## src/hdl/sopsc_ram.sv

```systemverilog
module sopsc_ram #(
    parameter int WIDTH = 1,
    parameter int DEPTH = 512
) (
    input  logic                     i_clk,
    input  logic                     i_we,
    input  logic [$clog2(DEPTH)-1:0] i_waddr,
    input  logic [WIDTH-1:0]         i_wdata,
    input  logic [$clog2(DEPTH)-1:0] i_raddr,
    output logic [WIDTH-1:0]         o_rdata
);

    logic [WIDTH-1:0] r_mem [DEPTH];
    logic [WIDTH-1:0] r_rdata;

    always_ff @(posedge i_clk) begin
        if (i_we) begin
            r_mem[i_waddr] <= i_wdata;
        end
        r_rdata <= r_mem[i_raddr];
    end

    assign o_rdata = r_rdata;

endmodule

```

## config.mk

```make
export PLATFORM = sky130hd
export DESIGN_NAME = sopsc_ram
export DESIGN_NICKNAME = d
export VERILOG_FILES = /design/src/hdl/sopsc_ram.sv
export SDC_FILE = /design/constraint.sdc
export NUM_CORES = 1
export LEC_CHECK = 0
export BUFFER_PORTS_ARGS = -buffer_cell sky130_fd_sc_hd__clkbuf_2
export CAP_MARGIN = 10
export CORE_ASPECT_RATIO = 1.25
export CORE_MARGIN = 5
export CORE_UTILIZATION = 45
export CTS_BUF_LIST = sky130_fd_sc_hd__clkbuf_8
export DETAILED_ROUTE_END_ITERATION = 16
export SYNTH_ARGS = -nofsm -noshare
export SYNTH_HDL_FRONTEND = slang
export SYNTH_SLANG_ARGS = --single-unit
```

## constraint.sdc

```tcl
create_clock -name i_clk -period 2.9 [get_ports i_clk]
set_clock_uncertainty 0.2 [all_clocks]
set_input_delay 0 -clock i_clk [delete_from_list [all_inputs] [get_ports i_clk]]
set_output_delay 0 -clock i_clk [all_outputs]
set_load 0.02 [all_outputs]
```

==> reports/metrics.csv <==
metric,value,unit
Reg area,15390,um2
CTS-repair resized insts,0,
Pleak,7.855,nW
H-tree depth,3,
FP Rows,91,
Setup CP Type,reg -> reg,
"Hold-fix buffers, CTS",6,
number of detailed-route iterations in the first pass,5,
Worst VDD drop,273.0,uV
Clock Power Share,0.369,
Power Total,14.40,mW
synth cell count leaders,"532 x nor2_1, 512 x edfxtp_1, 116 x mux2i_1",
sequential power share,0.567,
Cells after DPL,2236,
Synth area leader,edfxtp_1,
area delta synth->final,10.77,%
Pwr Density,575.0,nW/um2
total global-route track usage,0.2150,
total number of vias,13877,
FMAX,363.3,MHz
Tmin final,2753,ps
Syn Area/Cell,14.00,um2
NetSw,3.343,mW
largest net degree at the start of global routing,119,
CTS sink cnt,513,
Die Wd,210.5,um
fin crit share,0.9492,
Logic pwr share,0.064,
I/O pin total,22,
Switching Share,0.2322,
Worst Path Required,3220,ps
RSZ-0062 raised after global routing,false,
Most used DFF post-synth,edfxtp_1,
wire length after detailed routing,59.12,mm
Hold Crit Class,in -> reg,
setup ws final,147.4,ps
sequential share of the synthesized area,0.6809,
Die Area,54850,um2
R2R Setup Slk,150,ps
fill count,4305,
ANT nets after route,0,
TritonCTS Buffers,79,
Root Buffer,clkbuf_8,
Fin Setup TNS,0,ps
Initial Util,0.4565,
Iter 0 DRT Violations,1432,
Critical Path AT,3070,ps
worst slew pin tran,846.4,ps
top post-synthesis cells by area,"edfxtp_1 68%, nor2_1 8.8%, mux2i_1 5.1%",
Non-Filler Instances,2379,
GPL Wtd Cong,0.7973,
first-pass GRT wire length,88.00,mm
area of the multi-input gates,6409,um2
Seq cells post-synth,513,
crit-path max FO,1,
grt total ovfl,0,
initial antenna violation count,3,
cells after synthesis,1615,
clock-pin transition on the worst setup and hold timing paths,60,ps
Netlist Area Pre-Place,22610,um2
postcts setup bufs,0,
final hold vios,0,
Int Pwr,11.06,mW
Yosys top cell area share,0.6800,
drt wl/cell,24.85,um
"FFs w/ async S/R, synth",0,
setup violators final,0,
DPL Wire Length,32.94,mm
"Clk Latency, worst-skew pair",640,ps
die extent in y,260.6,um
Post-Place Setup Slack,214.6,ps
layout cells sized above 1,0.1530,
# nets final,1693,
clk buf depth,3,
"count leader, synth",nor2_1,
Final Util,0.5056,
Max Cap Viol,0,
Post-synth EDFFs,512,
PortBufs,21,
vias per cell,5.833,
vias in the first global route,14060,
CTS tree,done,
Post-Syn Nets,1636,
yosys warns,0,
outcome,completed,
DRC errors left,0,
Startpoint Class,flip-flop,
number of distinct library cells after synthesis,43,
max_slew headroom,0.4351,
Core Area,49530,um2
Worst Setup End Kind,flip-flop,
Pins Over Slew Limit,0,
[flip-flops by register name, indices dropped and copies added, names as in the netlist]
register and count:
r_mem 512, o_rdata 1
[path summary, 6_finish.rpt]
path / start / to / cells after the start
hold reg to reg: r_mem[291]$_DFFE_PP_ / o_rdata$_DFF_P_ / 6
hold / removal: i_waddr[4] / r_mem[194]$_DFFE_PP_ / 6
setup reg to reg: r_mem[1]$_DFFE_PP_ / o_rdata$_DFF_P_ / 7
setup / recovery: r_mem[1]$_DFFE_PP_ / o_rdata$_DFF_P_ / 7
[worst max-delay path, stage by stage, from the launching register on]
cell	delay, ps
edfxtp_1	360
mux4_1	550
o22ai_1	180
o211ai_1	170
a21oi_1	310
a2111o_1	180
dlygate4sd3_1	590
nand4_1	110
[kinds of logic (layout without fill, tap and decap cells)]
kind of cell	Yosys count	in the layout	synth area share
simple gates	627	627	0.1084
flops	513	513	0.6809
mux	188	188	0.1266
compound gates	145	145	0.04737
buf+inv	142	252	0.03675
other cells	0	3	0
[metal layers]
layer  GRT usage  vias up  share of wire
li1            -     6122              -
met5           0        -              0
met3     0.03270      123          0.063
met4     0.07926        0          0.031
met1      0.2671     7149           0.38
met2      0.3824      483           0.53
[layout by cell type (no fill, tap or decap), types with 7 or more instances in the layout]
cell | netlist | routed
inv_1 | 3 | 28
clkbuf_2 | 0 | 18
o22ai_1 | 26 | 26
clkbuf_8 | 0 | 81
buf_12 | 8 | 18
o221ai_1 | 54 | 54
mux2i_1 | 116 | 116
buf_4 | 0 | 69
edfxtp_1 | 512 | 512
nor2_1 | 532 | 532
mux4_2 | 51 | 51
mux4_1 | 21 | 21
nand2_1 | 58 | 57
o21ai_0 | 8 | 8
clkinv_1 | 2 | 16
a21oi_1 | 35 | 35
clkinv_2 | 0 | 10
o211ai_1 | 7 | 7
[cell type report]
type,instances,share of cell area
diodes,3,0.0002998
clock buffers,81,0.04451
clock inverters,53,0.009043
inverters,5,0.0007494
multi-input cells,960,0.2559
flip-flops and latches,513,0.6147
well taps,651,0.03252
repair buffers,113,0.04227
[power by group through the flow]
| stage | Combinational, mW | Clock (mW) | Sequential [mW] |
|---|---|---|---|
| 4_1_cts | 0.921 | 5.44 | 8.17 |
| 2_1_floorplan | 0.519 | 0 | 8.33 |
| 6_report | 0.915 | 5.32 | 8.17 |
| 5_1_grt | 0.974 | 5.78 | 8.16 |
| 3_5_place_dp | 0.911 | 0 | 8.32 |
| 3_3_place_gp | 0.898 | 0 | 8.32 |
[metrics by stage]
step,instance area [um2],hold slack (ps)
5_1_grt,25040,52.99
6_report,25040,44.86
4_1_cts,25040,1.072
2_1_floorplan,22610,-101.1
3_3_place_gp,23640,275.6
3_5_place_dp,23640,267.0
No activity file was read; power rests on OpenSTA's default activity.
