<file path="config.mk">
export PLATFORM = sky130hd
export DESIGN_NAME = sopsc_div
export DESIGN_NICKNAME = d
export VERILOG_FILES = /design/src/hdl/sopsc_pkg.sv /design/src/hdl/sopsc_div.sv
export SDC_FILE = /design/constraint.sdc
export NUM_CORES = 1
export LEC_CHECK = 0
export ABC_AREA = 1
export BUFFER_PORTS_ARGS = -buffer_cell sky130_fd_sc_hd__buf_2
export CAP_MARGIN = 10
export CORE_ASPECT_RATIO = 0.75
export CORE_MARGIN = 2
export CORE_UTILIZATION = 54
export CTS_CLUSTER_DIAMETER = 60
export DETAILED_ROUTE_END_ITERATION = 10
export GPL_ROUTABILITY_DRIVEN = 1
export PLACE_DENSITY = 0.81
export SLEW_MARGIN = 20
export SYNTH_ARGS = -nofsm -noshare
export SYNTH_HDL_FRONTEND = slang
export SYNTH_SLANG_ARGS = --single-unit
</file>
<file path="constraint.sdc">
create_clock -name i_clk -period 5.5 [get_ports i_clk]
set_input_delay 1.1 -clock i_clk [delete_from_list [all_inputs] [get_ports i_clk]]
set_output_delay 1.1 -clock i_clk [all_outputs]
set_load 0.01 [all_outputs]
</file>
<file path="src/hdl/sopsc_pkg.sv">
package sopsc_pkg;

    // default memory sizes
    localparam int SEG_BITS_DEF  = 524288;
    localparam int ROOT_BITS_DEF = 512;

    // field widths
    localparam int LIMIT_W = 21;
    localparam int PI_W    = 6;
    localparam int PC_W    = 7;
    localparam int CNT_W   = 20;
    localparam int ERR_W   = 2;

    localparam logic [LIMIT_W-1:0] LIMIT_RST = 21'd100;
    localparam logic [LIMIT_W-1:0] LIMIT_MAX = 21'd1048576;

    // error codes
    localparam logic [ERR_W-1:0] ERR_OK    = 2'd0;
    localparam logic [ERR_W-1:0] ERR_PARTS = 2'd1;
    localparam logic [ERR_W-1:0] ERR_INDEX = 2'd2;

    // internal widths
    localparam int M_W    = 20;          // n - 2
    localparam int ROOT_W = 11;          // isqrt(n) and sieving prime
    localparam int PP_W   = 2 * ROOT_W;  // prime squared
    localparam int RSZ_W  = 10;          // root bitmap length and index
    localparam int IDX_W  = 21;          // segment index incl. overshoot

    // shared divider
    localparam int DIV_NW = 27;
    localparam int DIV_DW = 11;
    localparam int DIV_CW = $clog2(DIV_NW);

    typedef struct packed {
        logic              start;
        logic [DIV_NW-1:0] dividend;
        logic [DIV_DW-1:0] divisor;
    } t_div_req;

    typedef struct packed {
        logic              done;
        logic [DIV_NW-1:0] quot;
        logic [DIV_DW-1:0] rem;
    } t_div_rsp;

endpackage

</file>
<file path="src/hdl/sopsc_div.sv">
module sopsc_div (
    input  logic                i_clk,
    input  logic                i_rst_n,
    input  sopsc_pkg::t_div_req i_req,
    output sopsc_pkg::t_div_rsp o_rsp
);

    localparam int NW = sopsc_pkg::DIV_NW;
    localparam int DW = sopsc_pkg::DIV_DW;
    localparam int CW = sopsc_pkg::DIV_CW;

    logic          r_busy, n_busy;
    logic          r_done, n_done;
    logic [CW-1:0] r_cnt, n_cnt;
    logic [NW-1:0] r_quo, n_quo;
    logic [DW-1:0] r_rem, n_rem;
    logic [DW-1:0] r_dvs, n_dvs;

    logic [DW:0]   w_trial;
    logic [DW:0]   w_diff;
    logic          w_ge;

    // one restoring step a cycle, msb first
    assign w_trial = {r_rem, r_quo[NW-1]};
    assign w_ge    = w_trial >= {1'b0, r_dvs};
    assign w_diff  = w_trial - {1'b0, r_dvs};

    always_comb begin
        n_busy = r_busy;
        n_done = 1'b0;
        n_cnt  = r_cnt;
        n_quo  = r_quo;
        n_rem  = r_rem;
        n_dvs  = r_dvs;
        if (i_req.start) begin
            n_busy = 1'b1;
            n_cnt  = '0;
            n_quo  = i_req.dividend;
            n_rem  = '0;
            n_dvs  = i_req.divisor;
        end else if (r_busy) begin
            n_quo = {r_quo[NW-2:0], w_ge};
            n_rem = w_ge ? w_diff[DW-1:0] : w_trial[DW-1:0];
            if (r_cnt == CW'(NW - 1)) begin
                n_busy = 1'b0;
                n_done = 1'b1;
            end else begin
                n_cnt = r_cnt + CW'(1);
            end
        end
    end

    always_ff @(posedge i_clk) begin
        if (!i_rst_n) begin
            r_busy <= 1'b0;
            r_done <= 1'b0;
        end else begin
            r_busy <= n_busy;
            r_done <= n_done;
        end
        r_cnt <= n_cnt;
        r_quo <= n_quo;
        r_rem <= n_rem;
        r_dvs <= n_dvs;
    end

    assign o_rsp.done = r_done;
    assign o_rsp.quot = r_quo;
    assign o_rsp.rem  = r_rem;

    a_start_idle : assert property (@(posedge i_clk) disable iff (!i_rst_n)
        i_req.start |-> !r_busy)
        else $error("divider started while busy");

    a_done_pulse : assert property (@(posedge i_clk) disable iff (!i_rst_n)
        r_done |=> !r_done)
        else $error("divider done held for more than one cycle");

    a_busy_ends_done : assert property (@(posedge i_clk) disable iff (!i_rst_n)
        r_busy && !n_busy |=> r_done)
        else $error("divider left busy without done");

endmodule

</file>
==> impl_results.html, run 1 <==
<table>
<tr><th>Metric</th><th>Value</th></tr>
<tr><th colspan="2">Routing</th></tr>
<tr><td>Number of design-rule violations left by the first detailed-router iteration</td><td>198</td></tr>
<tr><td>DR vias</td><td>approximately 2700</td></tr>
<tr><td>Drt wl/cell</td><td>13.37 microns</td></tr>
<tr><td>Drc violations</td><td>0</td></tr>
<tr><td>DR pass1 iterations</td><td>5</td></tr>
<tr><td>Routed Wire Length</td><td>7085 microns</td></tr>
<tr><td>Antenna-violating nets left</td><td>0</td></tr>
<tr><td>Avg Vias per Cell</td><td>5.125</td></tr>
<tr><th colspan="2">CTS</th></tr>
<tr><td>Clock sink count</td><td>56</td></tr>
<tr><td>Clock insertion delay at the later pin of the skew report</td><td>0.32 ns</td></tr>
<tr><td>H-tree levels</td><td>2</td></tr>
<tr><td>Number of buffers between clock root and the deepest sink</td><td>2</td></tr>
<tr><td>Number of buffers inserted during clock tree synthesis</td><td>5</td></tr>
<tr><td>CTS clock-pin slew for the worst setup and hold paths</td><td>0.10 ns</td></tr>
<tr><td>Setup Fix Bufs, Post-CTS</td><td>0</td></tr>
<tr><td>CTS-repair resized insts</td><td>0</td></tr>
<tr><td>Clock tree root buffer cell</td><td>clkbuf_8</td></tr>
<tr><td>Clock tree from TritonCTS</td><td>built</td></tr>
<tr><td>Cts hold-fix bufs</td><td>0</td></tr>
<tr><th colspan="2">Yosys</th></tr>
<tr><td>Number of different library cells in the post-synthesis netlist</td><td>31</td></tr>
<tr><td>Net count after synthesis</td><td>436</td></tr>
<tr><td>Proportion of synthesized chip area in sequential cells</td><td>48.70%</td></tr>
<tr><td>FFs w/ async S/R, synth</td><td>0%</td></tr>
<tr><td>Predominant post-synthesis flop cell</td><td>edfxtp_1</td></tr>
<tr><td>Number of flops mapped to enable cells by yosys</td><td>38</td></tr>
<tr><td>Number of storage elements in the synthesis netlist</td><td>56</td></tr>
<tr><td>Syn. warnings</td><td>0</td></tr>
<tr><td>Post-Synthesis Cells</td><td>381</td></tr>
<tr><td>Avg Cell Area, Syn</td><td>8.092 sq um</td></tr>
<tr><td>Post-synthesis instance area</td><td>0.003083 sq mm</td></tr>
<tr><th colspan="2">Power and ir drop</th></tr>
<tr><td>Reported leakage power</td><td>1.880 nW</td></tr>
<tr><td>VDD IR-drop max</td><td>about 130 uV</td></tr>
<tr><td>Power Dens Cells</td><td>between 200 and 250 mW/mm^2</td></tr>
<tr><th colspan="2">STA</th></tr>
<tr><td>Total Negative Setup Slacks</td><td>0 ns</td></tr>
<tr><td>Tmin final</td><td>~3 ns</td></tr>
<tr><td>Worst Tran Pin Value</td><td>1.057 ns</td></tr>
<tr><td>Max-slew violations</td><td>0</td></tr>
<tr><td>Setup violation total in the final timing report</td><td>0</td></tr>
<tr><td>Minimum hold slack</td><td>0.4755 ns</td></tr>
<tr><td>Number of endpoints with negative hold slack in the final report</td><td>0</td></tr>
<tr><td>Skew final</td><td>0.01081 ns</td></tr>
<tr><td>Part of the cycle the worst path needs</td><td>55.00%</td></tr>
<tr><td>Setup repair after global routing missed its margin</td><td>no</td></tr>
<tr><td>Relative slew margins</td><td>~29%</td></tr>
<tr><td>Upper clock frequency limit</td><td>between 300 and 400 MHz</td></tr>
<tr><td>Min setup slack post-route</td><td>2.475 ns</td></tr>
<tr><th colspan="2">Place</th></tr>
<tr><td>Placement Setup Slack</td><td>2.123 ns</td></tr>
<tr><td>I/O Buffers</td><td>just under 80</td></tr>
<tr><td>Post-detailed-placement half-perimeter wirelength</td><td>5113 microns</td></tr>
<tr><td>Final weighted congestion in routability-driven placement</td><td>0.8925</td></tr>
<tr><th colspan="2">Outcome</th></tr>
<tr><td>Status</td><td>finished, final reports clean</td></tr>
<tr><th colspan="2">Layout</th></tr>
<tr><td>Post-Route Utilization</td><td>66.00%</td></tr>
<tr><td>Layout area overhead</td><td>16.44%</td></tr>
<tr><td>Number of inserted filler cells in the final layout</td><td>460</td></tr>
<tr><td>Multi-input gate area</td><td>roughly 0.0013 sq mm</td></tr>
<tr><td>ANT cells</td><td>0</td></tr>
<tr><td>Area occupied by registers</td><td>~0.0015 sq mm</td></tr>
<tr><td>Share of cells above drive strength 1</td><td>24.62%</td></tr>
<tr><td>Post-layout net count</td><td>509</td></tr>
<tr><th colspan="2">Floorplan</th></tr>
<tr><td>Core area</td><td>0.005439 sq mm</td></tr>
<tr><td>Std cell rows</td><td>23</td></tr>
<tr><td>Count of pins on the block boundary</td><td>80</td></tr>
<tr><td>X dimension of the die</td><td>91.25 microns</td></tr>
<tr><td>Die height</td><td>69.44 microns</td></tr>
<tr><td>Die Footprint</td><td>around 0.0063 sq mm</td></tr>
<tr><td>Initial core utilization</td><td>56.68%</td></tr>
<tr><th colspan="2">GRT</th></tr>
<tr><td>Largest net degree at the start of global routing</td><td>42</td></tr>
<tr><td>Number of global-route vias before repair</td><td>2552</td></tr>
<tr><td>Initial antenna violation count</td><td>0</td></tr>
<tr><td>Total congestion overflow</td><td>0</td></tr>
<tr><td>Aggregate global-route resource usage</td><td>22.96%</td></tr>
<tr><td>Wire length of the first global-routing pass</td><td>11680 microns</td></tr>
<tr><th colspan="2">Job</th></tr>
<tr><td>Max-capacitance violation count</td><td>0</td></tr>
<tr><th colspan="2">Setup path</th></tr>
<tr><td>CP Launch Type</td><td>input port</td></tr>
<tr><td>CP Capture Type</td><td>register</td></tr>
<tr><td>Largest fanout of any net on the critical path</td><td>41</td></tr>
<tr><td>Arrival time of data at the critical path endpoint</td><td>2.96 ns</td></tr>
<tr><td>Classification of the worst setup path</td><td>in -&gt; reg</td></tr>
<tr><td>Required time of the critical path</td><td>5.44 ns</td></tr>
<tr><th colspan="2">Hold path</th></tr>
<tr><td>Class of the worst hold path</td><td>reg -&gt; reg</td></tr>
</table>
[cells in the mapped netlist (2+ instances only)]
cell type    n  area share, %
inv_1       53            6.5
buf_2        2           0.32
edfxtp_1    38             37
dfxtp_1     18             12
o21ai_0      5           0.81
nand2_2     11            2.2
nor2_1      10            1.2
nand3_1     25            4.1
buf_1        2           0.24
clkbuf_1     6           0.73
nand4_1     15            3.0
nor3_1       3           0.49
ha_1        13            5.3
a21oi_1      7            1.1
nand2_1    150             18
nor2_2       2           0.41
nand3_2      6            1.9
xnor2_1      2           0.57
[through the flow]
stage | instances | total power [W] | instance area, sq um
after detailed placement | 522 | 0.0006553 | 3498
after CTS | 530 | 0.0008860 | 3590
after floorplan | 381 | 0.0005982 | 3083
final | 530 | 0.0008834 | 3590
after global routing | 530 | 0.0009251 | 3590
after global placement | 522 | 0.0006506 | 3498
[worst paths after layout]
| kind | startpoint | endpoint | slack (ns) | cells past startpoint |
|---|---|---|---|---|
| setup / recovery | i_req[38] | r_quo[5] | 2.47 | 3 |
| hold / removal | r_cnt[4] | r_cnt[4] | 0.48 | 2 |
| setup reg to reg | r_quo[26] | r_quo[0] | 3.05 | 10 |
| hold reg to reg | r_cnt[4] | r_cnt[4] | 0.48 | 2 |
[routing by layer]
layer	vias up	wire length [microns]	global-route usage, %
met5	-	0	0
met4	0	81	6.902
met3	9	522	5.326
met2	101	3161	34.65
met1	1248	3320	33.10
li1	1358	-	-
[cell usage in the layout (no fill, tap or decap), drive strengths merged]
cell      n
nand2   161
buf      79
inv      55
edfxtp   38
nand3    31
dfxtp    18
nand4    16
ha       13
nor2     13
a21oi     8
o21ai     5
clkbuf    5
nor3      3
clkinv    3
xnor2     2
or2       1
nor3b     1
and2      1
xor2      1
fa        1
[state kept, by name (all words and copies together), names as in the netlist]
register	cells
r_cnt	5
r_quo	27
r_dvs	11
r_busy	1
r_rem	11
r_done	1
[cell type report]
cell class              count  area share (%)
clock inverters             3          0.6274
clock buffers               5           1.917
repair buffers             79           11.01
multi-input cells         257           36.21
flip-flops and latches     56           41.83
inverters                  55           5.786
well taps                  75           2.614
[report_power, final]
part	total (W)	internal, W	switching (W)
clock	0.000236	0.0000918	0.000144
combinational	0.000144	0.0000541	0.0000896
sequential	0.000504	0.000486	0.0000172
[logic make-up (layout without fill, tap and decap cells)]
family,Yosys count,after routing,share of synthesized area (%)
xor gates and xnor gates,3,3,0.8524
and+or+nand+nor,227,227,33.16
buffers and inverters,68,142,9.131
DFF,56,56,48.70
adders and majority gates,14,14,5.925
AOI/OAI and AO/OA,13,13,2.232
[worst max-delay path, stage by stage]
cell	delay, ns
buf_2	0.59
nor2_1	0.39
inv_1	0.87
(Power assumes the default switching activity.)
==> inputs of run 2 (changes only) <==
--- a/config.mk
+++ b/config.mk
@@ -5,16 +5,16 @@
 export SDC_FILE = /design/constraint.sdc
 export NUM_CORES = 1
 export LEC_CHECK = 0
-export ABC_AREA = 1
+export ABC_AREA = 0
 export BUFFER_PORTS_ARGS = -buffer_cell sky130_fd_sc_hd__buf_2
 export CAP_MARGIN = 10
 export CORE_ASPECT_RATIO = 0.75
 export CORE_MARGIN = 2
-export CORE_UTILIZATION = 54
+export CORE_UTILIZATION = 52
 export CTS_CLUSTER_DIAMETER = 60
 export DETAILED_ROUTE_END_ITERATION = 10
 export GPL_ROUTABILITY_DRIVEN = 1
-export PLACE_DENSITY = 0.81
+export PLACE_DENSITY = 0.8
 export SLEW_MARGIN = 20
 export SYNTH_ARGS = -nofsm -noshare
 export SYNTH_HDL_FRONTEND = slang
==> constraint.sdc (replaced) <==
create_clock -name i_clk -period 3.2 [get_ports i_clk]
set_input_delay 0.64 -clock i_clk [delete_from_list [all_inputs] [get_ports i_clk]]
set_output_delay 0.64 -clock i_clk [all_outputs]
set_load 0.01 [all_outputs]
==> impl_results.html, run 2 <==
<table>
<tr><th>Metric</th><th>Value</th></tr>
<tr><th colspan="2">Setup path</th></tr>
<tr><td>Arrival time of data at the critical path endpoint</td><td>2.98 ns (was 2.96 ns)</td></tr>
<tr><td>CP Capture Type</td><td>register (unchanged)</td></tr>
<tr><td>Cell-by-cell listing of the critical path</td><td>inv_1 &gt; ha_1 &gt; fa_1 &gt; and2b_1 &gt; o31a_2 &gt; o21ai_2 &gt; a21o_1 &gt; mux2_4 &gt; a211oi_2 (was buf_2 &gt; nor2_1 &gt; inv_1)</td></tr>
<tr><td>CP Launch Type</td><td>register (was input port)</td></tr>
<tr><td>Reg-to-reg critical path startpoint</td><td>r_quo[26] (unchanged)</td></tr>
<tr><td>Crit path capture</td><td>r_rem[0] (was r_quo[5])</td></tr>
<tr><td>Reg-to-reg critical path endpoint</td><td>r_rem[0] (was r_quo[0])</td></tr>
<tr><td>Worst Setup SP</td><td>r_quo[26] (was i_req[38])</td></tr>
<tr><td>Worst reg-to-reg path cell count</td><td>9 (was 10)</td></tr>
<tr><td>Required time of the critical path</td><td>3.44 ns (was 5.44 ns)</td></tr>
<tr><td>Classification of the worst setup path</td><td>reg -&gt; reg (was in -&gt; reg)</td></tr>
<tr><td>Slowest stage cell on the critical path</td><td>a21o_1 (was inv_1)</td></tr>
<tr><td>Register-to-register path setup slack</td><td>0.45 ns (was 3.05 ns)</td></tr>
<tr><td>Maximum cell stage delay along the critical path</td><td>0.54 ns (was 0.87 ns)</td></tr>
<tr><td>Largest fanout of any net on the critical path</td><td>21 (was 41)</td></tr>
<tr><th colspan="2">Layout</th></tr>
<tr><td>Leading cell type in the layout, fill and taps excluded</td><td>buf_2 (was nand2_1)</td></tr>
<tr><td>Commonest cells after routing, fill and taps aside</td><td>79 x buf_2, 38 x edfxtp_1, 27 x mux2_2 (was 150 x nand2_1, 79 x buf_2, 53 x inv_1)</td></tr>
<tr><td>Most flop-heavy register</td><td>r_quo (unchanged)</td></tr>
<tr><td>ANT cells</td><td>0 (unchanged)</td></tr>
<tr><td>Post-route design area</td><td>0.003341 sq mm (was 0.003590 sq mm)</td></tr>
<tr><td>Number of inserted filler cells in the final layout</td><td>413 (was 460)</td></tr>
<tr><td>Post-layout net count</td><td>359 (was 509)</td></tr>
<tr><td>Share of cells above drive strength 1</td><td>40.33% (was 24.62%)</td></tr>
<tr><td>Area occupied by registers</td><td>0.001501 sq mm (unchanged)</td></tr>
<tr><td>Flip-flop count of the largest register, all copies and words added</td><td>27 (unchanged)</td></tr>
<tr><td>Layout area overhead</td><td>20.76% (was 16.44%)</td></tr>
<tr><td>Top flop regs</td><td>r_quo (27), r_dvs (11), r_rem (11) (unchanged)</td></tr>
<tr><td>Multi-input gate area</td><td>0.001149 sq mm (was 0.001300 sq mm)</td></tr>
<tr><th colspan="2">Outcome</th></tr>
<tr><td>Status</td><td>finished, final reports clean (unchanged)</td></tr>
<tr><th colspan="2">Routing</th></tr>
<tr><td>Antenna-violating nets left</td><td>0 (unchanged)</td></tr>
<tr><td>Detailed route wirelength on metal2</td><td>2544 microns (was 3161 microns)</td></tr>
<tr><td>Detailed route wirelength on metal3</td><td>432 microns (was 522 microns)</td></tr>
<tr><td>DR pass1 iterations</td><td>4 (was 5)</td></tr>
<tr><td>Avg Vias per Cell</td><td>5.358 (was 5.125)</td></tr>
<tr><td>Routed Wire Length</td><td>5624 microns (was 7085 microns)</td></tr>
<tr><td>DR vias</td><td>2020 (was 2716)</td></tr>
<tr><td>Top Layer Used</td><td>met4 (unchanged)</td></tr>
<tr><td>Number of design-rule violations left by the first detailed-router iteration</td><td>220 (was 198)</td></tr>
<tr><td>Wl on met1</td><td>2556 microns (was 3320 microns)</td></tr>
<tr><td>Drt wl/cell</td><td>14.92 microns (was 13.37 microns)</td></tr>
<tr><td>Drc violations</td><td>0 (unchanged)</td></tr>
<tr><th colspan="2">Power and ir drop</th></tr>
<tr><td>VDD IR-drop max</td><td>307.4 uV (was 131.8 uV)</td></tr>
<tr><td>Total chip power</td><td>0.001661 W (was 0.0008834 W)</td></tr>
<tr><td>Reported leakage power</td><td>1.446 nW (was 1.880 nW)</td></tr>
<tr><td>Power Dens Cells</td><td>497.1 mW/mm^2 (was 246.1 mW/mm^2)</td></tr>
<tr><th colspan="2">Yosys</th></tr>
<tr><td>Library cell occupying the most area in the post-synthesis netlist</td><td>edfxtp_1 (unchanged)</td></tr>
<tr><td>Top post-synthesis cells by count</td><td>38 x edfxtp_1, 27 x mux2_2, 20 x nor2_1, 18 x dfxtp_1, 15 x inv_1 (was 150 x nand2_1, 53 x inv_1, 38 x edfxtp_1, 25 x nand3_1, 18 x dfxtp_1)</td></tr>
<tr><td>Number of storage elements in the synthesis netlist</td><td>56 (unchanged)</td></tr>
<tr><td>Number of flops mapped to enable cells by yosys</td><td>38 (unchanged)</td></tr>
<tr><td>Cell types occupying the most area after synthesis</td><td>edfxtp_1 41%, dfxtp_1 13%, mux2_2 11% (was edfxtp_1 37%, nand2_1 18%, dfxtp_1 12%)</td></tr>
<tr><td>Net count after synthesis</td><td>280 (was 436)</td></tr>
<tr><td>Number of different library cells in the post-synthesis netlist</td><td>45 (was 31)</td></tr>
<tr><td>Predominant post-synthesis flop cell</td><td>edfxtp_1 (unchanged)</td></tr>
<tr><td>Proportion of netlist area held by the largest area contributor</td><td>41.25% (was 37.01%)</td></tr>
<tr><td>Syn. warnings</td><td>0 (unchanged)</td></tr>
<tr><td>Most frequent cell after synthesis</td><td>edfxtp_1 (was nand2_1)</td></tr>
<tr><td>Avg Cell Area, Syn</td><td>12.30 sq um (was 8.092 sq um)</td></tr>
<tr><td>Post-Synthesis Cells</td><td>225 (was 381)</td></tr>
<tr><td>Proportion of synthesized chip area in sequential cells</td><td>54.27% (was 48.70%)</td></tr>
<tr><td>FFs w/ async S/R, synth</td><td>0% (unchanged)</td></tr>
<tr><td>Post-synthesis instance area</td><td>0.002766 sq mm (was 0.003083 sq mm)</td></tr>
<tr><th colspan="2">STA</th></tr>
<tr><td>Max-slew violations</td><td>0 (unchanged)</td></tr>
<tr><td>Tmin final</td><td>between 2 and 3 ns</td></tr>
<tr><td>Min setup slack post-route</td><td>0.4548 ns (was 2.475 ns)</td></tr>
<tr><td>Setup repair after global routing missed its margin</td><td>no (unchanged)</td></tr>
<tr><td>Skew final</td><td>0.004125 ns (was 0.01081 ns)</td></tr>
<tr><td>Relative slew margins</td><td>58.58% (was 29.45%)</td></tr>
<tr><td>Setup violation total in the final timing report</td><td>0 (unchanged)</td></tr>
<tr><td>Upper clock frequency limit</td><td>~360 MHz</td></tr>
<tr><td>Minimum hold slack</td><td>0.4998 ns (was 0.4755 ns)</td></tr>
<tr><td>Number of endpoints with negative hold slack in the final report</td><td>0 (unchanged)</td></tr>
<tr><td>Part of the cycle the worst path needs</td><td>a little under nine tenths</td></tr>
<tr><td>Worst Tran Pin Value</td><td>0.6212 ns (was 1.057 ns)</td></tr>
<tr><td>Total Negative Setup Slacks</td><td>0 ns (unchanged)</td></tr>
<tr><th colspan="2">CTS</th></tr>
<tr><td>CTS-repair resized insts</td><td>0 (unchanged)</td></tr>
<tr><td>Cts hold-fix bufs</td><td>0 (unchanged)</td></tr>
<tr><td>Number of buffers inserted during clock tree synthesis</td><td>5 (unchanged)</td></tr>
<tr><td>Number of buffers between clock root and the deepest sink</td><td>2 (unchanged)</td></tr>
<tr><td>Clock sink count</td><td>56 (unchanged)</td></tr>
<tr><td>Clock tree root buffer cell</td><td>clkbuf_8 (unchanged)</td></tr>
<tr><td>Clock insertion delay at the later pin of the skew report</td><td>0.31 ns (was 0.32 ns)</td></tr>
<tr><td>Setup Fix Bufs, Post-CTS</td><td>0 (unchanged)</td></tr>
<tr><td>CTS clock-pin slew for the worst setup and hold paths</td><td>0.09 ns (was 0.10 ns)</td></tr>
<tr><td>Clock tree from TritonCTS</td><td>built (unchanged)</td></tr>
<tr><td>H-tree levels</td><td>2 (unchanged)</td></tr>
<tr><th colspan="2">Place</th></tr>
<tr><td>I/O Buffers</td><td>79 (unchanged)</td></tr>
<tr><td>Placement Setup Slack</td><td>0.4810 ns (was 2.123 ns)</td></tr>
<tr><td>Post-detailed-placement half-perimeter wirelength</td><td>4177 microns (was 5113 microns)</td></tr>
<tr><td>Final weighted congestion in routability-driven placement</td><td>0.8670 (was 0.8925)</td></tr>
<tr><td>Area after DPL</td><td>0.003214 sq mm (was 0.003498 sq mm)</td></tr>
<tr><th colspan="2">Floorplan</th></tr>
<tr><td>Core area</td><td>0.005010 sq mm (was 0.005439 sq mm)</td></tr>
<tr><td>Std cell rows</td><td>22 (was 23)</td></tr>
<tr><td>Die Footprint</td><td>0.005925 sq mm (was 0.006336 sq mm)</td></tr>
<tr><td>Initial core utilization</td><td>55.22% (was 56.68%)</td></tr>
<tr><td>X dimension of the die</td><td>88.22 microns (was 91.25 microns)</td></tr>
<tr><td>Die height</td><td>67.17 microns (was 69.44 microns)</td></tr>
<tr><td>Count of pins on the block boundary</td><td>80 (unchanged)</td></tr>
<tr><th colspan="2">GRT</th></tr>
<tr><td>Largest net degree at the start of global routing</td><td>28 (was 42)</td></tr>
<tr><td>Wire length of the first global-routing pass</td><td>9108 microns (was 11680 microns)</td></tr>
<tr><td>Total congestion overflow</td><td>0 (unchanged)</td></tr>
<tr><td>Number of global-route vias before repair</td><td>1940 (was 2552)</td></tr>
<tr><td>Initial antenna violation count</td><td>0 (unchanged)</td></tr>
<tr><td>Aggregate global-route resource usage</td><td>20.44% (was 22.96%)</td></tr>
<tr><th colspan="2">Job</th></tr>
<tr><td>Max-capacitance violation count</td><td>0 (unchanged)</td></tr>
<tr><th colspan="2">Hold path</th></tr>
<tr><td>Class of the worst hold path</td><td>in -&gt; reg (was reg -&gt; reg)</td></tr>
</table>
-- run 2: layout make-up --
class | count | share of cell area (%)
clock inverter | 1 | 0.8989
inverter | 15 | 1.685
timing repair buffer | 82 | 12.51
multi-input combinational | 144 | 34.38
sequential | 56 | 44.94
tap | 72 | 2.697
clock buffer | 7 | 2.884
-- run 2: worst min-delay path by stage --
| stage | startpoint | to | slack, ns | cells past startpoint |
|---|---|---|---|---|
| 2_1_floorplan | r_cnt[4] | r_done | 0.48 | 2 |
| 3_3_place_gp | r_rem[1] | r_rem[1] | 0.48 | 2 |
| 3_5_place_dp | r_rem[3] | r_rem[4] | 0.51 | 2 |
| 4_1_cts | i_req[5] | r_dvs[5] | 0.49 | 1 |
| 5_1_grt | i_req[9] | r_dvs[9] | 0.48 | 1 |
| 6_report | i_req[8] | r_dvs[8] | 0.50 | 1 |
-- run 2: critical path, delay by kind of cell, from the launching register on --
kind	cells	cell delay (ns)
AOI/OAI and AO/OA	4	1.25
adders and majority gates	2	0.41
DFF	1	0.39
muxes	1	0.35
and+or+nand+nor	1	0.20
buffers and inverters	1	0.08
-- run 2: cell families (layout without fill, tap and decap cells) --
family / count (synthesis) / after routing / synth area share [%]
flops: 56 / 56 / 54.27
simple gates: 50 / 50 / 8.683
compound gates: 42 / 42 / 11.53
mux: 28 / 28 / 11.53
buf+inv: 25 / 105 / 4.206
fa+ha+maj: 14 / 14 / 6.604
xor+xnor: 10 / 10 / 3.166
-- run 2: power by group --
group          leakage [nW]  total [W]  internal [W]  switching [W]
Combinational         0.855   0.000290      0.000138       0.000153
Sequential            0.527   0.000877      0.000841      0.0000353
Clock                0.0645   0.000494      0.000276       0.000218
-- run 2: layer usage --
metal	global-route usage, %	vias up
li1	-	991
met1	28.61	927
met2	31.02	90
met3	4.890	12
met4	7.955	0
met5	0	-
-- run 2: per-stage QoR --
step / utilization (%) / instances
after floorplan: - / 225
after global placement: 64.16 / 369
after detailed placement: 64.16 / 369
after CTS: 66.68 / 377
after global routing: 66.68 / 377
final: 66.68 / 377
==> inputs of run 3 (changes only) <==
--- a/config.mk
+++ b/config.mk
@@ -14,7 +14,7 @@
 export CTS_CLUSTER_DIAMETER = 60
 export DETAILED_ROUTE_END_ITERATION = 10
 export GPL_ROUTABILITY_DRIVEN = 1
-export PLACE_DENSITY = 0.8
+export PLACE_DENSITY = 0.92
 export SLEW_MARGIN = 20
 export SYNTH_ARGS = -nofsm -noshare
 export SYNTH_HDL_FRONTEND = slang
==> impl_results.html, run 3 (synthesis results as in run 2) <==
<table>
<tr><th>Metric</th><th>Value</th></tr>
<tr><th colspan="2">Outcome</th></tr>
<tr><td>Status</td><td>finished, final reports clean (unchanged)</td></tr>
<tr><th colspan="2">Floorplan</th></tr>
<tr><td>Std cell rows</td><td>22 (unchanged)</td></tr>
<tr><td>X dimension of the die</td><td>88.22 microns (unchanged)</td></tr>
<tr><td>Core area</td><td>0.005010 sq mm (unchanged)</td></tr>
<tr><td>Count of pins on the block boundary</td><td>80 (unchanged)</td></tr>
<tr><td>Initial core utilization</td><td>55.22% (unchanged)</td></tr>
<tr><td>Die height</td><td>67.17 microns (unchanged)</td></tr>
<tr><td>Die Footprint</td><td>0.005925 sq mm (unchanged)</td></tr>
<tr><th colspan="2">Layout</th></tr>
<tr><td>ANT cells</td><td>0 (unchanged)</td></tr>
<tr><td>Commonest cells after routing, fill and taps aside</td><td>79 x buf_2, 38 x edfxtp_1, 27 x mux2_2 (unchanged)</td></tr>
<tr><td>Layout area overhead</td><td>19.63% (was 20.76%)</td></tr>
<tr><td>Most flop-heavy register</td><td>r_quo (unchanged)</td></tr>
<tr><td>Flip-flop count of the largest register, all copies and words added</td><td>27 (unchanged)</td></tr>
<tr><td>Share of cells above drive strength 1</td><td>40.33% (unchanged)</td></tr>
<tr><td>Top flop regs</td><td>r_quo (27), r_dvs (11), r_rem (11) (unchanged)</td></tr>
<tr><td>Post-layout net count</td><td>359 (unchanged)</td></tr>
<tr><td>Leading cell type in the layout, fill and taps excluded</td><td>buf_2 (unchanged)</td></tr>
<tr><th colspan="2">Hold path</th></tr>
<tr><td>Class of the worst hold path</td><td>in -&gt; reg (unchanged)</td></tr>
<tr><th colspan="2">Power and ir drop</th></tr>
<tr><td>Reported leakage power</td><td>1.431 nW (was 1.446 nW)</td></tr>
<tr><td>VDD IR-drop max</td><td>329.5 uV (was 307.4 uV)</td></tr>
<tr><td>Power Dens Cells</td><td>472.9 mW/mm^2 (was 497.1 mW/mm^2)</td></tr>
<tr><th colspan="2">STA</th></tr>
<tr><td>Setup violation total in the final timing report</td><td>0 (unchanged)</td></tr>
<tr><td>Skew final</td><td>0.008582 ns (was 0.004125 ns)</td></tr>
<tr><td>Minimum hold slack</td><td>0.5004 ns (was 0.4998 ns)</td></tr>
<tr><td>Tmin final</td><td>2.815 ns (was 2.745 ns)</td></tr>
<tr><td>Worst Tran Pin Value</td><td>0.6455 ns (was 0.6212 ns)</td></tr>
<tr><td>Upper clock frequency limit</td><td>355.3 MHz (was 364.3 MHz)</td></tr>
<tr><td>Setup repair after global routing missed its margin</td><td>no (unchanged)</td></tr>
<tr><td>Part of the cycle the worst path needs</td><td>87.96% (was 85.79%)</td></tr>
<tr><td>Max-slew violations</td><td>0 (unchanged)</td></tr>
<tr><td>Total Negative Setup Slacks</td><td>0 ns (unchanged)</td></tr>
<tr><td>Number of endpoints with negative hold slack in the final report</td><td>0 (unchanged)</td></tr>
<tr><td>Relative slew margins</td><td>56.97% (was 58.58%)</td></tr>
<tr><th colspan="2">Routing</th></tr>
<tr><td>DR vias</td><td>2052 (was 2020)</td></tr>
<tr><td>Drc violations</td><td>0 (unchanged)</td></tr>
<tr><td>Antenna-violating nets left</td><td>0 (unchanged)</td></tr>
<tr><td>Number of design-rule violations left by the first detailed-router iteration</td><td>122 (was 220)</td></tr>
<tr><td>Drt wl/cell</td><td>15.33 microns (was 14.92 microns)</td></tr>
<tr><td>Routed Wire Length</td><td>5778 microns (was 5624 microns)</td></tr>
<tr><td>Avg Vias per Cell</td><td>5.443 (was 5.358)</td></tr>
<tr><td>DR pass1 iterations</td><td>4 (unchanged)</td></tr>
<tr><th colspan="2">Setup path</th></tr>
<tr><td>Worst reg-to-reg path cell count</td><td>9 (unchanged)</td></tr>
<tr><td>Reg-to-reg critical path endpoint</td><td>r_rem[0] (unchanged)</td></tr>
<tr><td>Cell-by-cell listing of the critical path</td><td>inv_1 &gt; ha_1 &gt; fa_1 &gt; and2b_1 &gt; o31a_2 &gt; o21ai_2 &gt; a21o_1 &gt; mux2_4 &gt; a211oi_2 (unchanged)</td></tr>
<tr><td>Worst Setup SP</td><td>r_quo[26] (unchanged)</td></tr>
<tr><td>Reg-to-reg critical path startpoint</td><td>r_quo[26] (unchanged)</td></tr>
<tr><td>Register-to-register path setup slack</td><td>0.39 ns (was 0.45 ns)</td></tr>
<tr><td>Arrival time of data at the critical path endpoint</td><td>3.05 ns (was 2.98 ns)</td></tr>
<tr><td>Classification of the worst setup path</td><td>reg -&gt; reg (unchanged)</td></tr>
<tr><td>Buf/Inv on CP</td><td>1 (unchanged)</td></tr>
<tr><td>Largest fanout of any net on the critical path</td><td>21 (unchanged)</td></tr>
<tr><td>Number of cells on the critical path</td><td>9 (unchanged)</td></tr>
<tr><td>CP Launch Type</td><td>register (unchanged)</td></tr>
<tr><td>Required time of the critical path</td><td>3.43 ns (was 3.44 ns)</td></tr>
<tr><td>Crit path capture</td><td>r_rem[0] (unchanged)</td></tr>
<tr><td>Slowest stage cell on the critical path</td><td>a21o_1 (unchanged)</td></tr>
<tr><td>Maximum cell stage delay along the critical path</td><td>0.56 ns (was 0.54 ns)</td></tr>
<tr><td>CP Capture Type</td><td>register (unchanged)</td></tr>
<tr><td>Kind of cell adding the most delay to the critical path</td><td>compound AO/OA/AOI/OAI gates (unchanged)</td></tr>
<tr><th colspan="2">GRT</th></tr>
<tr><td>Initial antenna violation count</td><td>0 (unchanged)</td></tr>
<tr><td>Total congestion overflow</td><td>0 (unchanged)</td></tr>
<tr><td>Wire length of the first global-routing pass</td><td>9114 microns (was 9108 microns)</td></tr>
<tr><td>Aggregate global-route resource usage</td><td>20.35% (was 20.44%)</td></tr>
<tr><td>Number of global-route vias before repair</td><td>1972 (was 1940)</td></tr>
<tr><td>Largest net degree at the start of global routing</td><td>28 (unchanged)</td></tr>
<tr><th colspan="2">CTS</th></tr>
<tr><td>H-tree levels</td><td>2 (unchanged)</td></tr>
<tr><td>Setup Fix Bufs, Post-CTS</td><td>0 (unchanged)</td></tr>
<tr><td>Cts hold-fix bufs</td><td>0 (unchanged)</td></tr>
<tr><td>Clock sink count</td><td>56 (unchanged)</td></tr>
<tr><td>CTS clock-pin slew for the worst setup and hold paths</td><td>0.10 ns (was 0.09 ns)</td></tr>
<tr><td>Number of buffers inserted during clock tree synthesis</td><td>5 (unchanged)</td></tr>
<tr><td>CTS-repair resized insts</td><td>0 (unchanged)</td></tr>
<tr><td>Clock tree root buffer cell</td><td>clkbuf_8 (unchanged)</td></tr>
<tr><td>Number of buffers between clock root and the deepest sink</td><td>2 (unchanged)</td></tr>
<tr><td>Clock tree from TritonCTS</td><td>built (unchanged)</td></tr>
<tr><td>Clock insertion delay at the later pin of the skew report</td><td>0.31 ns (about the same)</td></tr>
<tr><th colspan="2">Place</th></tr>
<tr><td>Final weighted congestion in routability-driven placement</td><td>0.9348 (was 0.8670)</td></tr>
<tr><td>Post-detailed-placement half-perimeter wirelength</td><td>4396 microns (was 4177 microns)</td></tr>
<tr><td>I/O Buffers</td><td>79 (unchanged)</td></tr>
<tr><th colspan="2">Job</th></tr>
<tr><td>Max-capacitance violation count</td><td>0 (unchanged)</td></tr>
</table>
-- run 3: layout make-up --
| class | count | area, sq um |
|---|---|---|
| Clock inverter | 3 | 26.28 |
| Multi-Input combinational cell | 144 | 1149 |
| Sequential cell | 56 | 1501 |
| Tap cell | 72 | 90.09 |
| Fill cell | 398 | 1700 |
| Timing Repair Buffer | 82 | 417.9 |
| Clock buffer | 5 | 68.82 |
| Inverter | 15 | 56.30 |
-- run 3: layer usage --
| layer | global-route usage [%] | part of all wire, % | wire (microns) | vias to the layer above |
|---|---|---|---|---|
| met4 | 6.818 | 0.99 | 57 | 0 |
| met2 | 35.62 | 48 | 2801 | 91 |
| met5 | 0 | 0 | 0 | - |
| met3 | 4.645 | 7.5 | 434 | 10 |
| met1 | 25.10 | 43 | 2484 | 964 |
| li1 | - | - | - | 987 |
-- run 3: through the flow --
step	total power (W)	worst slack [ns]	area [sq um]	cells	utilization, %
3_3_place_gp	0.001169	0.5562	3214	369	64.16
4_1_cts	0.001577	0.4022	3309	377	66.06
6_report	0.001565	0.3852	3309	377	66.06
3_5_place_dp	0.001185	0.4178	3214	369	64.16
5_1_grt	0.001642	0.2481	3309	377	66.06
2_1_floorplan	0.001073	0.8326	2766	225	-
-- run 3: worst min-delay path by stage --
stage	from	to	slack, ns	depth (start not counted)
CTS	i_req[0]	r_dvs[0]	0.49	1
global placement	r_rem[1]	r_rem[1]	0.48	2
detailed placement	r_rem[1]	r_rem[1]	0.51	2
floorplan	r_cnt[4]	r_done	0.48	2
finish	i_req[6]	r_dvs[6]	0.50	1
global route	i_req[8]	r_dvs[8]	0.49	1
-- run 3: power breakdown --
group | internal, W | total, W | switching (W)
Clock | 0.000161 | 0.000395 | 0.000234
Sequential | 0.000841 | 0.000877 | 0.0000352
Combinational | 0.000138 | 0.000293 | 0.000156
Total | 0.00114 | 0.00157 | 0.000425
